[src/rtl/fqlm_pkg.sv]
`default_nettype none
// ----------------------------------------------------------------------------
// fqlm_pkg
// Shared types and constants of the FIFO queue lock manager.
// ----------------------------------------------------------------------------
package fqlm_pkg;

  localparam int unsigned REQ_W    = 6;
  localparam int unsigned STATUS_W = 8;
  localparam int unsigned CMD_W    = 2;
  localparam int unsigned ERR_W    = 2;

  // Command codes as they arrive on the input word.
  typedef enum logic [CMD_W-1:0] {
    CMD_ACQUIRE     = 2'd0,
    CMD_RELEASE     = 2'd1,
    CMD_RELEASE_SET = 2'd2,
    CMD_QUERY       = 2'd3
  } cmd_e;

  // Error codes reported with each result word.
  typedef enum logic [ERR_W-1:0] {
    ERR_OK          = 2'd0,
    ERR_DUP_ACQUIRE = 2'd1,
    ERR_NOT_HOLDER  = 2'd2
  } err_e;

  // A classified request as it travels from the front end to the back end.
  // A query is the case where none of the three flags is set.
  typedef struct packed {
    logic                acquire;
    logic                unlock;
    logic                set_status;
    logic [REQ_W-1:0]    req;
    logic [STATUS_W-1:0] status;
  } item_t;

  // One result word.
  typedef struct packed {
    logic                grant_valid;
    logic [REQ_W-1:0]    granted_agent;
    logic                queued;
    logic [STATUS_W-1:0] status_out;
    logic                alone;
    logic                lock_free;
    err_e                error_code;
  } result_t;

endpackage : fqlm_pkg
`default_nettype wire

[src/rtl/fqlm_front.sv]
`default_nettype none
// ----------------------------------------------------------------------------
// fqlm_front
// Accepts request words, decodes the command and holds them in a two-entry
// queue until the back end picks them up.
// ----------------------------------------------------------------------------
module fqlm_front (
  input  wire logic                          clk_i,
  input  wire logic                          rst_ni,
  input  wire logic                          in_valid_i,
  output logic                               in_stall_o,
  input  wire logic [fqlm_pkg::CMD_W-1:0]    command_i,
  input  wire logic [fqlm_pkg::REQ_W-1:0]    requester_i,
  input  wire logic [fqlm_pkg::STATUS_W-1:0] status_in_i,
  output logic                               item_valid_o,
  output fqlm_pkg::item_t                    item_o,
  input  wire logic                          item_pop_i
);
  import fqlm_pkg::*;

  localparam int unsigned QDEPTH = 2;
  localparam int unsigned PTR_W  = $clog2(QDEPTH);
  localparam int unsigned CNT_W  = $clog2(QDEPTH + 1);

  item_t             entry_q [QDEPTH];
  logic [PTR_W-1:0]  wr_ptr_q, rd_ptr_q;
  logic [CNT_W-1:0]  count_q;
  item_t             decoded;
  logic              push;
  logic              full;

  always_comb begin
    decoded            = '0;
    decoded.req        = requester_i;
    decoded.status     = status_in_i;
    unique case (cmd_e'(command_i))
      CMD_ACQUIRE:     decoded.acquire = 1'b1;
      CMD_RELEASE:     decoded.unlock = 1'b1;
      CMD_RELEASE_SET: begin
        decoded.unlock     = 1'b1;
        decoded.set_status = 1'b1;
      end
      CMD_QUERY:       decoded.acquire = 1'b0;
      default:         decoded.acquire = 1'b0;
    endcase
  end

  assign full         = (count_q == CNT_W'(QDEPTH));
  assign in_stall_o   = full;
  assign push         = in_valid_i && !full;
  assign item_valid_o = (count_q != '0);
  assign item_o       = entry_q[rd_ptr_q];

  always_ff @(posedge clk_i) begin
    if (push) begin
      entry_q[wr_ptr_q] <= decoded;
    end
  end

  always_ff @(posedge clk_i or negedge rst_ni) begin
    if (!rst_ni) begin
      wr_ptr_q <= '0;
      rd_ptr_q <= '0;
      count_q  <= '0;
    end else begin
      if (push) begin
        wr_ptr_q <= wr_ptr_q + PTR_W'(1);
      end
      if (item_pop_i) begin
        rd_ptr_q <= rd_ptr_q + PTR_W'(1);
      end
      if (push && !item_pop_i) begin
        count_q <= count_q + CNT_W'(1);
      end else if (item_pop_i && !push) begin
        count_q <= count_q - CNT_W'(1);
      end
    end
  end

endmodule : fqlm_front
`default_nettype wire

[src/rtl/fqlm_back.sv]
`default_nettype none
// ----------------------------------------------------------------------------
// fqlm_back
// Carries out lock requests against the tail, holder, membership bits and
// the successor memory, and registers one result word per request.
// ----------------------------------------------------------------------------
module fqlm_back #(
  parameter int unsigned AGENT_COUNT = 64
) (
  input  wire logic                          clk_i,
  input  wire logic                          rst_ni,
  input  wire logic                          item_valid_i,
  input  wire fqlm_pkg::item_t               item_i,
  output logic                               item_pop_o,
  input  wire logic                          cfg_we_i,
  input  wire logic [fqlm_pkg::STATUS_W-1:0] cfg_status_i,
  output logic                               out_valid_o,
  input  wire logic                          out_stall_i,
  output fqlm_pkg::result_t                  result_o
);
  import fqlm_pkg::*;

  localparam int unsigned FULL_DEPTH = 2 ** REQ_W;
  localparam int unsigned DEPTH = (AGENT_COUNT < FULL_DEPTH) ? AGENT_COUNT : FULL_DEPTH;
  localparam int unsigned IDX_W = $clog2(DEPTH);

  typedef enum logic [1:0] {
    ST_FETCH = 2'b01,
    ST_EXEC  = 2'b10
  } back_state_e;

  back_state_e         state_q, state_d;
  item_t               it_q;
  logic [REQ_W-1:0]    succ_rd_q;
  logic [REQ_W-1:0]    succ_mem [DEPTH];

  logic                tail_valid_q, tail_valid_d;
  logic [REQ_W-1:0]    tail_q, tail_d;
  logic [REQ_W-1:0]    holder_q, holder_d;
  logic [STATUS_W-1:0] cohort_q, cohort_d;
  logic [DEPTH-1:0]    inq_q, inq_d;
  logic                out_valid_q;
  result_t             res_q, res_d;

  logic                exec_fire;
  logic                req_ok;
  logic [IDX_W-1:0]    idx;
  logic                mem_we;

  assign item_pop_o  = (state_q == ST_FETCH) && item_valid_i;
  assign exec_fire   = (state_q == ST_EXEC) && (!out_valid_q || !out_stall_i);
  assign req_ok      = (32'(it_q.req) < AGENT_COUNT);
  assign idx         = it_q.req[IDX_W-1:0];
  assign out_valid_o = out_valid_q;
  assign result_o    = res_q;

  always_comb begin
    state_d = state_q;
    unique case (state_q)
      ST_FETCH: if (item_pop_o) state_d = ST_EXEC;
      ST_EXEC:  if (exec_fire) state_d = ST_FETCH;
      default:  state_d = ST_FETCH;
    endcase
  end

  always_comb begin
    tail_valid_d = tail_valid_q;
    tail_d       = tail_q;
    holder_d     = holder_q;
    cohort_d     = cohort_q;
    inq_d        = inq_q;
    mem_we       = 1'b0;
    res_d        = '0;
    res_d.error_code = ERR_OK;

    if (it_q.acquire) begin
      if (!req_ok || inq_q[idx]) begin
        res_d.error_code = ERR_DUP_ACQUIRE;
      end else if (!tail_valid_q) begin
        tail_valid_d        = 1'b1;
        tail_d              = it_q.req;
        holder_d            = it_q.req;
        inq_d[idx]          = 1'b1;
        res_d.grant_valid   = 1'b1;
        res_d.granted_agent = it_q.req;
        res_d.status_out    = cohort_q;
      end else begin
        // Link behind the current tail.
        mem_we       = 1'b1;
        tail_d       = it_q.req;
        inq_d[idx]   = 1'b1;
        res_d.queued = 1'b1;
      end
    end else if (it_q.unlock) begin
      if (!req_ok || !tail_valid_q || (holder_q != it_q.req)) begin
        res_d.error_code = ERR_NOT_HOLDER;
      end else begin
        if (it_q.set_status) begin
          cohort_d = it_q.status;
        end
        inq_d[idx] = 1'b0;
        if (tail_q == it_q.req) begin
          tail_valid_d = 1'b0;
        end else begin
          // The holder is not the tail, so its successor entry was written.
          holder_d            = succ_rd_q;
          res_d.grant_valid   = 1'b1;
          res_d.granted_agent = succ_rd_q;
          res_d.status_out    = cohort_d;
        end
      end
    end else begin
      res_d.status_out = cohort_q;
    end

    res_d.alone     = req_ok && tail_valid_d && (tail_d == it_q.req);
    res_d.lock_free = !tail_valid_d;
  end

  always_ff @(posedge clk_i) begin
    if (item_pop_o) begin
      it_q      <= item_i;
      succ_rd_q <= succ_mem[item_i.req[IDX_W-1:0]];
    end
    if (exec_fire && mem_we) begin
      succ_mem[tail_q[IDX_W-1:0]] <= it_q.req;
    end
    if (exec_fire) begin
      res_q <= res_d;
    end
  end

  always_ff @(posedge clk_i or negedge rst_ni) begin
    if (!rst_ni) begin
      state_q      <= ST_FETCH;
      tail_valid_q <= 1'b0;
      tail_q       <= '0;
      holder_q     <= '0;
      cohort_q     <= '0;
      inq_q        <= '0;
      out_valid_q  <= 1'b0;
    end else begin
      state_q <= state_d;
      if (exec_fire) begin
        tail_valid_q <= tail_valid_d;
        tail_q       <= tail_d;
        holder_q     <= holder_d;
        inq_q        <= inq_d;
      end
      if (cfg_we_i) begin
        cohort_q <= cfg_status_i;
      end else if (exec_fire) begin
        cohort_q <= cohort_d;
      end
      if (exec_fire) begin
        out_valid_q <= 1'b1;
      end else if (!out_stall_i) begin
        out_valid_q <= 1'b0;
      end
    end
  end

endmodule : fqlm_back
`default_nettype wire

[src/rtl/fifo_queue_lock_manager_core.sv]
`default_nettype none
// A word accepted into the input queue is fetched into the back end, which
// reads the successor memory into a register and then commits the result word
// to the output register; it takes no new word until that commit is done.
// The two-entry input queue and the output register let either side stall.
// Reset (asynchronous, active low) frees the lock, clears all membership bits
// and sets the status byte to zero; the successor memory is not cleared.
// ----------------------------------------------------------------------------
// fifo_queue_lock_manager_core
// One mutual-exclusion lock granted to requesters in arrival order, with a
// cohort status byte that travels with each handoff.
// ----------------------------------------------------------------------------
module fifo_queue_lock_manager_core #(
  parameter int unsigned AGENT_COUNT = 64
) (
  input  wire logic                          clk_i,
  input  wire logic                          rst_ni,
  // Configuration: the status byte register.
  input  wire logic                          initial_status_we_i,
  input  wire logic [fqlm_pkg::STATUS_W-1:0] initial_status_i,
  // Request words.
  input  wire logic                          in_valid_i,
  output logic                               in_stall_o,
  input  wire logic [fqlm_pkg::CMD_W-1:0]    command_i,
  input  wire logic [fqlm_pkg::REQ_W-1:0]    requester_i,
  input  wire logic [fqlm_pkg::STATUS_W-1:0] status_in_i,
  // Result words.
  output logic                               out_valid_o,
  input  wire logic                          out_stall_i,
  output logic                               grant_valid_o,
  output logic [fqlm_pkg::REQ_W-1:0]         granted_agent_o,
  output logic                               queued_o,
  output logic [fqlm_pkg::STATUS_W-1:0]      status_out_o,
  output logic                               alone_flag_o,
  output logic                               lock_free_o,
  output logic [fqlm_pkg::ERR_W-1:0]         error_code_o
);
  import fqlm_pkg::*;

  // The front end decodes each command and queues it; the back end owns all
  // lock state, so no request ever sees a half-updated queue.
  logic    item_valid;
  item_t   item;
  logic    item_pop;
  result_t result;

  fqlm_front u_front (
    .clk_i        (clk_i),
    .rst_ni       (rst_ni),
    .in_valid_i   (in_valid_i),
    .in_stall_o   (in_stall_o),
    .command_i    (command_i),
    .requester_i  (requester_i),
    .status_in_i  (status_in_i),
    .item_valid_o (item_valid),
    .item_o       (item),
    .item_pop_i   (item_pop)
  );

  // A write to the status register loads the live status byte directly, so
  // the new value applies without a further reset.
  fqlm_back #(
    .AGENT_COUNT (AGENT_COUNT)
  ) u_back (
    .clk_i        (clk_i),
    .rst_ni       (rst_ni),
    .item_valid_i (item_valid),
    .item_i       (item),
    .item_pop_o   (item_pop),
    .cfg_we_i     (initial_status_we_i),
    .cfg_status_i (initial_status_i),
    .out_valid_o  (out_valid_o),
    .out_stall_i  (out_stall_i),
    .result_o     (result)
  );

  assign grant_valid_o   = result.grant_valid;
  assign granted_agent_o = result.granted_agent;
  assign queued_o        = result.queued;
  assign status_out_o    = result.status_out;
  assign alone_flag_o    = result.alone;
  assign lock_free_o     = result.lock_free;
  assign error_code_o    = result.error_code;

endmodule : fifo_queue_lock_manager_core
`default_nettype wire

[config.mk]
export PLATFORM = sky130hd
export DESIGN_NAME = fifo_queue_lock_manager_core
export DESIGN_NICKNAME = d
export VERILOG_FILES = /design/src/rtl/fqlm_pkg.sv /design/src/rtl/fqlm_front.sv /design/src/rtl/fqlm_back.sv /design/src/rtl/fifo_queue_lock_manager_core.sv
export SDC_FILE = /design/constraint.sdc
export NUM_CORES = 1
export LEC_CHECK = 0
export BUFFER_PORTS_ARGS = -buffer_cell sky130_fd_sc_hd__clkbuf_2
export CAP_MARGIN = 20
export CORE_AREA = 4 4 255 257
export CTS_BUF_LIST = sky130_fd_sc_hd__clkbuf_4
export DETAILED_ROUTE_END_ITERATION = 12
export DIE_AREA = 0 0 259 261
export SKIP_CTS_REPAIR_TIMING = 1
export SLEW_MARGIN = 5
export SYNTH_ARGS = -nofsm -noshare
export SYNTH_HDL_FRONTEND = slang
export SYNTH_SLANG_ARGS = --single-unit
[constraint.sdc]
create_clock -name clk_i -period 5.9 [get_ports clk_i]
set_clock_uncertainty 0.15 [all_clocks]
set_input_delay 0.59 -clock clk_i [delete_from_list [all_inputs] [get_ports clk_i]]
set_output_delay 0.59 -clock clk_i [all_outputs]
set_load 0.02 [all_outputs]
==> Word level (Yosys, flattened, before mapping) <==
Memory sizes are Yosys's and may differ from the RTL's. A register that Yosys moved wholly into a read port is not among the register bits.
Cells that the tools add are included.
{ "word_totals": {"reg_bits": 129, "mem_bits_rw": 418, "input_bits": 29, "out_inout_bits": 22, "memories": 2} }
{ "op_classes": {"addsub": 4, "n_lt_le_gt_ge": 2, "n_eq_ne": 17, "muxes": 59, "bitwise": 4, "n_reduce_logical": 29} }
{ "mem_list": {"columns": ["memory", "depth", "width", "rd", "rd_clocked_by_memory_dff", "wr", "line", "rtl"], "rows": [
  ["u_back.succ_mem", 64, 6, 1, 1, 1, "fqlm_back.sv:35", "logic [REQ_W-1:0] succ_mem [DEPTH];"],
  ["u_front.entry_q", 2, 17, 1, 0, 1, "fqlm_front.sv:25", "item_t entry_q [QDEPTH];"]
]} }
{ "ops": {"columns": ["operator", "count"], "rows": [
  ["2-to-1 mux 64 bit", 4],
  ["2-to-1 mux 8 bit", 11],
  ["AND 64 bit", 1],
  ["NOT 64 bit", 1],
  ["bitwise OR 64 bit", 1],
  ["2-to-1 mux 6 bit", 8],
  ["2-to-1 mux 7 bit", 5],
  ["2-to-1 mux 1 bit", 20],
  ["2-to-1 mux 16 bit", 1],
  ["2-to-1 mux 2 bit", 7],
  ["== test 6 bit", 2],
  ["inequality test 2 bit, second input constant", 5],
  ["nonzero test 2 bit", 5],
  ["logical AND 1 bit", 8],
  ["inequality test 2 x 1 -> 1 bit, second input constant", 4],
  ["AND reduction 4 bit", 2],
  ["logical NOT 1 bit", 7],
  ["less-than comparator 6 x 7 -> 1 bit, second input constant", 1],
  ["binary-select mux 1 bit (select 6 bit)", 1],
  ["demux 1 bit (select 6 bit)", 1],
  ["== test 2 bit, second input constant", 3],
  ["greater-or-equal comparator 6 x 1 -> 1 bit, second input constant", 1],
  ["inequality test 6 bit", 1],
  ["AND reduction 6 bit", 1],
  ["other kinds (10)", 14]
]} }

==> Logic depth before layout (Yosys ltp) <==
{ "depth": {"word_depth": 9, "depth_mapped": 12, "ltp_nobuf": 8} }

==> Modules after synthesis <==
From an unflattened synthesis, not the netlist that was laid out.
{ "hier_totals": {"hier_cells": 1211, "hier_area_um2": 22885.7} }
{ "by_module_without_submodules": {"columns": ["module", "n_inst", "cells_per_inst", "area_per_inst_um2"], "rows": [
  ["fqlm_back", 1, 1135, 21378.0],
  ["fqlm_front", 1, 76, 1507.7]
]} }

==> Least setup slack after synthesis <==
No wires, ideal clock.
{ "synth_path": {"kind": "register to register", "start": "reg u_back.it_q, in the netlist u_back.idx[0]", "end": "mem u_back.succ_mem[22][0] (enable)", "arrival_time_ps": 3709, "required_time_ps": 5364, "slack_ps": 1656, "path_stages_with_launch": 10, "path_buffers": 3, "synth_period_minus_slack_ps": 4244, "path_cell_list": "edfxtp_1 buf_6 mux4_2 and2_4 a2111oi_4 or4_1 nand3_1 buf_2 buf_2 nor4_1"} }
{ "synth_between": {"elab_chain_len": 7} }
{ "synth_rtl": {"columns": ["element", "line", "rtl"], "rows": [
  ["start, declared", "fqlm_back.sv:33", "item_t it_q;"],
  ["start signal, assigned", "fqlm_back.sv:122", "it_q <= item_i;"],
  ["binary-select mux 1 bit (select 6 bit)", "fqlm_back.sv:77", "if (!req_ok || inq_q[idx]) begin"],
  ["2-to-1 mux 1 bit (implied by the code)", "fqlm_back.sv:77", null],
  ["2-to-1 mux 1 bit", "fqlm_back.sv:77", null],
  ["2-to-1 mux 1 bit", "fqlm_back.sv:76", "if (it_q.acquire) begin"],
  ["logical AND 1 bit", "fqlm_back.sv:125", "if (exec_fire && mem_we) begin"],
  ["2-to-1 mux 1 bit", "fqlm_back.sv:125", null],
  ["2-to-1 mux 1 bit (implied by the code)", "fqlm_back.sv:126", "succ_mem[tail_q[IDX_W-1:0]] <= it_q.req;"],
  ["end, declared", "fqlm_back.sv:35", null]
]} }
No other way between the ends. The select of a mux whose other input is x is not followed.

==> Worst setup path in the final report <==
{ "layout_path": {"start": "reg u_back.it_q, in the netlist u_back.idx[0]", "end": "mem u_back.succ_mem[52][5] (enable)"} }
Same word-level chain as after synthesis.

==> metrics.yaml <==
area_growth_pct: 14.7
drt_first_pass_iters: 5
ant_nets: 0
synth_compound_area_share_pct: 7.86
synth_edf_count: 461
hold_class: "primary input to async pin"
leakagePower_nw: 9.80
hold_viol: 0
synth_top_area_share_pct: 60.1
crit_cells: 8
critPathCaptureType: "flop"
crit_path_max_incr_delay_ps: 840
start_kind: "flop"
synth.area.top_cells: "edfxtp_1, dfrtp_1, nand2_1"
reg2reg_to: "u_back.succ_mem[52][5]$_DFFE_PP_"
p_int_mw: 8.03
startpoint: "u_back.idx[0]$_DFFE_PP_"
wl_per_cell_um: 20.1
dieArea_mm2: 0.0676
cts_max_level: 4
p_clk_share_pct: 25.5
synth_top_family_by_area: "simple AND/OR/NAND/NOR gates"
overflow: 0
core_mm2: 0.0627
crit_family: "simple AND/OR/NAND/NOR gates"
drt_wl_total_um: 58400
initial_utilization_pct: 36.7
slowest_stage: "or3_1"
crit_arrival_ps: 5290
die_w_um: 259
yosys_warnings: 0
layout.nets: 2001
required_ps: 6360
ys_ff_latch: 553
cp-endpoint: "u_back.succ_mem[52][5]$_DFFE_PP_"
vias: 15295
synth.avg_cell_area_um2: 12.7
drive_gt1_share_pct: 17.2
port_buffers: 50
yosysMostFrequentCell: "nand2_1"
crit_type: "flop to flop"
cap_violations: 0
cts_max_path_buffers: 3
syn-num-nets: 1839
async_flop_share_pct: 16.6
syn_inst: 1807
place.gp.congestion: 0.859
ios: 51
die_h_um: 261
n_fill_cell: 5822
synthSimpleGateAreaFrac_pct: 14.0
grt_pass1_vias: 15168
dpl.hpwl_um: 35000
grt.total_usage_pct: 17.1
drt_iter0_markers: 1381
fin_tns_setup_ps: 0
r2r_cells: 8
worstPathCellList: "buf_4 > mux4_2 > mux2_2 > o22ai_1 > or4_1 > nand3_2 > or3_1 > nor2_1"
worstPathMaxFanout: 30
p_sw_share_pct: 37.0
max-slew-margin-rel_pct: 26.5
clockRootBuffer: "clkbuf_4"
power.density_mw_per_mm2: 483
synth_top_flop_cell: "edfxtp_1"
power_switching_mw: 4.71
drc: 0
min_period_over_period_pct: 81.8
fin_crit_ps: 4820
setup_viol: 0
synthAdderAreaFrac_pct: 0.163
synth_seq_area_share_pct: 70.1
numCtsBuffers: 141
slew_violations: 0
path_clk_slew_ps: 70
outcome: "complete, no violations"
rsz0062_at_grt: "false"
seqPwrFrac_pct: 42.9
r2r_setup_slack_ps: 1080
row_count: 92
final_util_pct: 42.1
critPathBufInv: 1
clock_latency_ps: 980
synthDistinctLibCells: 55
synth_mux_area_share_pct: 4.87
antenna_found_initial: 3
synth_area_mm2: 0.0230
via_per_inst: 5.27
timing.fmax_mhz: 207
synth-xor-area-share_pct: 0.647
clock-sinks: 553
regArea_mm2: 0.0161
pwr-share-comb_pct: 31.6
synth_top_area_cell: "edfxtp_1"
irDropWorstVdd_uv: 266
worstReg2RegStart: "u_back.idx[0]$_DFFE_PP_"
cts_tree: "yes"
grt_max_degree: 98
synth_common_cells: "nand2_1, edfxtp_1, o21ai_0"
grt_pass1_wl_um: 88300
worst_slew_pin_slew_ps: 1090
multi_input_area_mm2: 0.00638
==> power by group through the flow <==
stage          registers (mW)  logic [mW]  clock network (mW)
5_1_grt                  5.51        4.39                3.56
3_3_place_gp             5.53        3.96                   0
4_1_cts                  5.46        4.00                3.34
6_report                 5.47        4.02                3.25
2_1_floorplan            5.55        2.47                   0
3_5_place_dp             5.53        4.00                   0
==> layout by cell type (no fill, tap or decap), types with 4 or more instances in the layout <==
master           n
a21oi_1          4
a221oi_1        12
a22o_1          54
a22oi_1         12
a31oi_1         24
a32oi_1         12
and2_1           6
and3_1          30
buf_4           40
bufinv_16        4
clkbuf_2        51
clkbuf_4       203
clkinv_1        14
dfrtp_1         91
diode_2          5
dlygate4sd3_1   44
edfxtp_1       461
inv_1           16
inv_2            4
mux2_1           6
mux2_2          20
mux2i_1         65
mux4_2           7
nand2_1        464
nand2b_1        10
nand3_1         98
nand4_1          5
nor2_1          54
nor2b_1          7
nor3_1          15
nor4_1          17
o21ai_0        109
o221ai_1        18
o22ai_1         13
or2_2            5
or3_1            7
xnor2_1         13
xor2_1           4
==> through the flow <==
step	std cells	worst slack [ps]	hold slack, ps	total power, mW	cell area [um2]
2_1_floorplan	1807	1660	144	8.02	23000
5_1_grt	2903	826	14.8	13.5	26400
4_1_cts	2854	1110	-613	12.8	25900
3_5_place_dp	2626	1100	333	9.53	24200
6_report	2905	1080	7.00	12.7	26400
3_3_place_gp	2626	1110	330	9.48	24200
==> worst min path at each step <==
| stage | startpoint | to | slack, ps | cells after the start |
|---|---|---|---|---|
| 3_5_place_dp | flop | flop | 330 | 1 |
| 5_1_grt | rst_ni | async pin | 10 | 2 |
| 3_3_place_gp | u_front.wr_ptr_q$_DFFE_PN0P_ | u_front.wr_ptr_q$_DFFE_PN0P_ | 330 | 1 |
| 4_1_cts | rst_ni | async pin | -610 | 1 |
| 6_report | rst_ni | async pin | 7 | 2 |
| 2_1_floorplan | rst_ni | async pin | 140 | 0 |
==> layer usage <==
metal	up-vias	part of all wire (%)	track usage (%)
li1	7058	-	-
met1	7564	43	22.6
met2	549	47	26.7
met3	124	7.0	4.41
met4	0	2.9	7.51
met5	-	0	0
==> area by class of cell <==
cell class	instances	share of cell area [%]
flip-flops and latches	553	61.1
well taps	846	4.01
clock inverters	25	0.796
repair buffers	136	3.85
diodes	5	0.0474
multi-input cells	1120	24.1
clock buffers	203	5.77
inverters	17	0.261
==> cells by family (layout without fill, tap and decap cells) <==
family	count (synthesis)	in the layout
AND/OR/NAND/NOR	735	735
XOR/XNOR	17	17
other	0	5
buffers and inverters	134	381
flip-flops	553	553
adder cells (fa/ha/maj)	3	3
multiplexers	100	100
AO/OA/AOI/OAI	265	265
No activity file was read; power rests on OpenSTA's default activity.
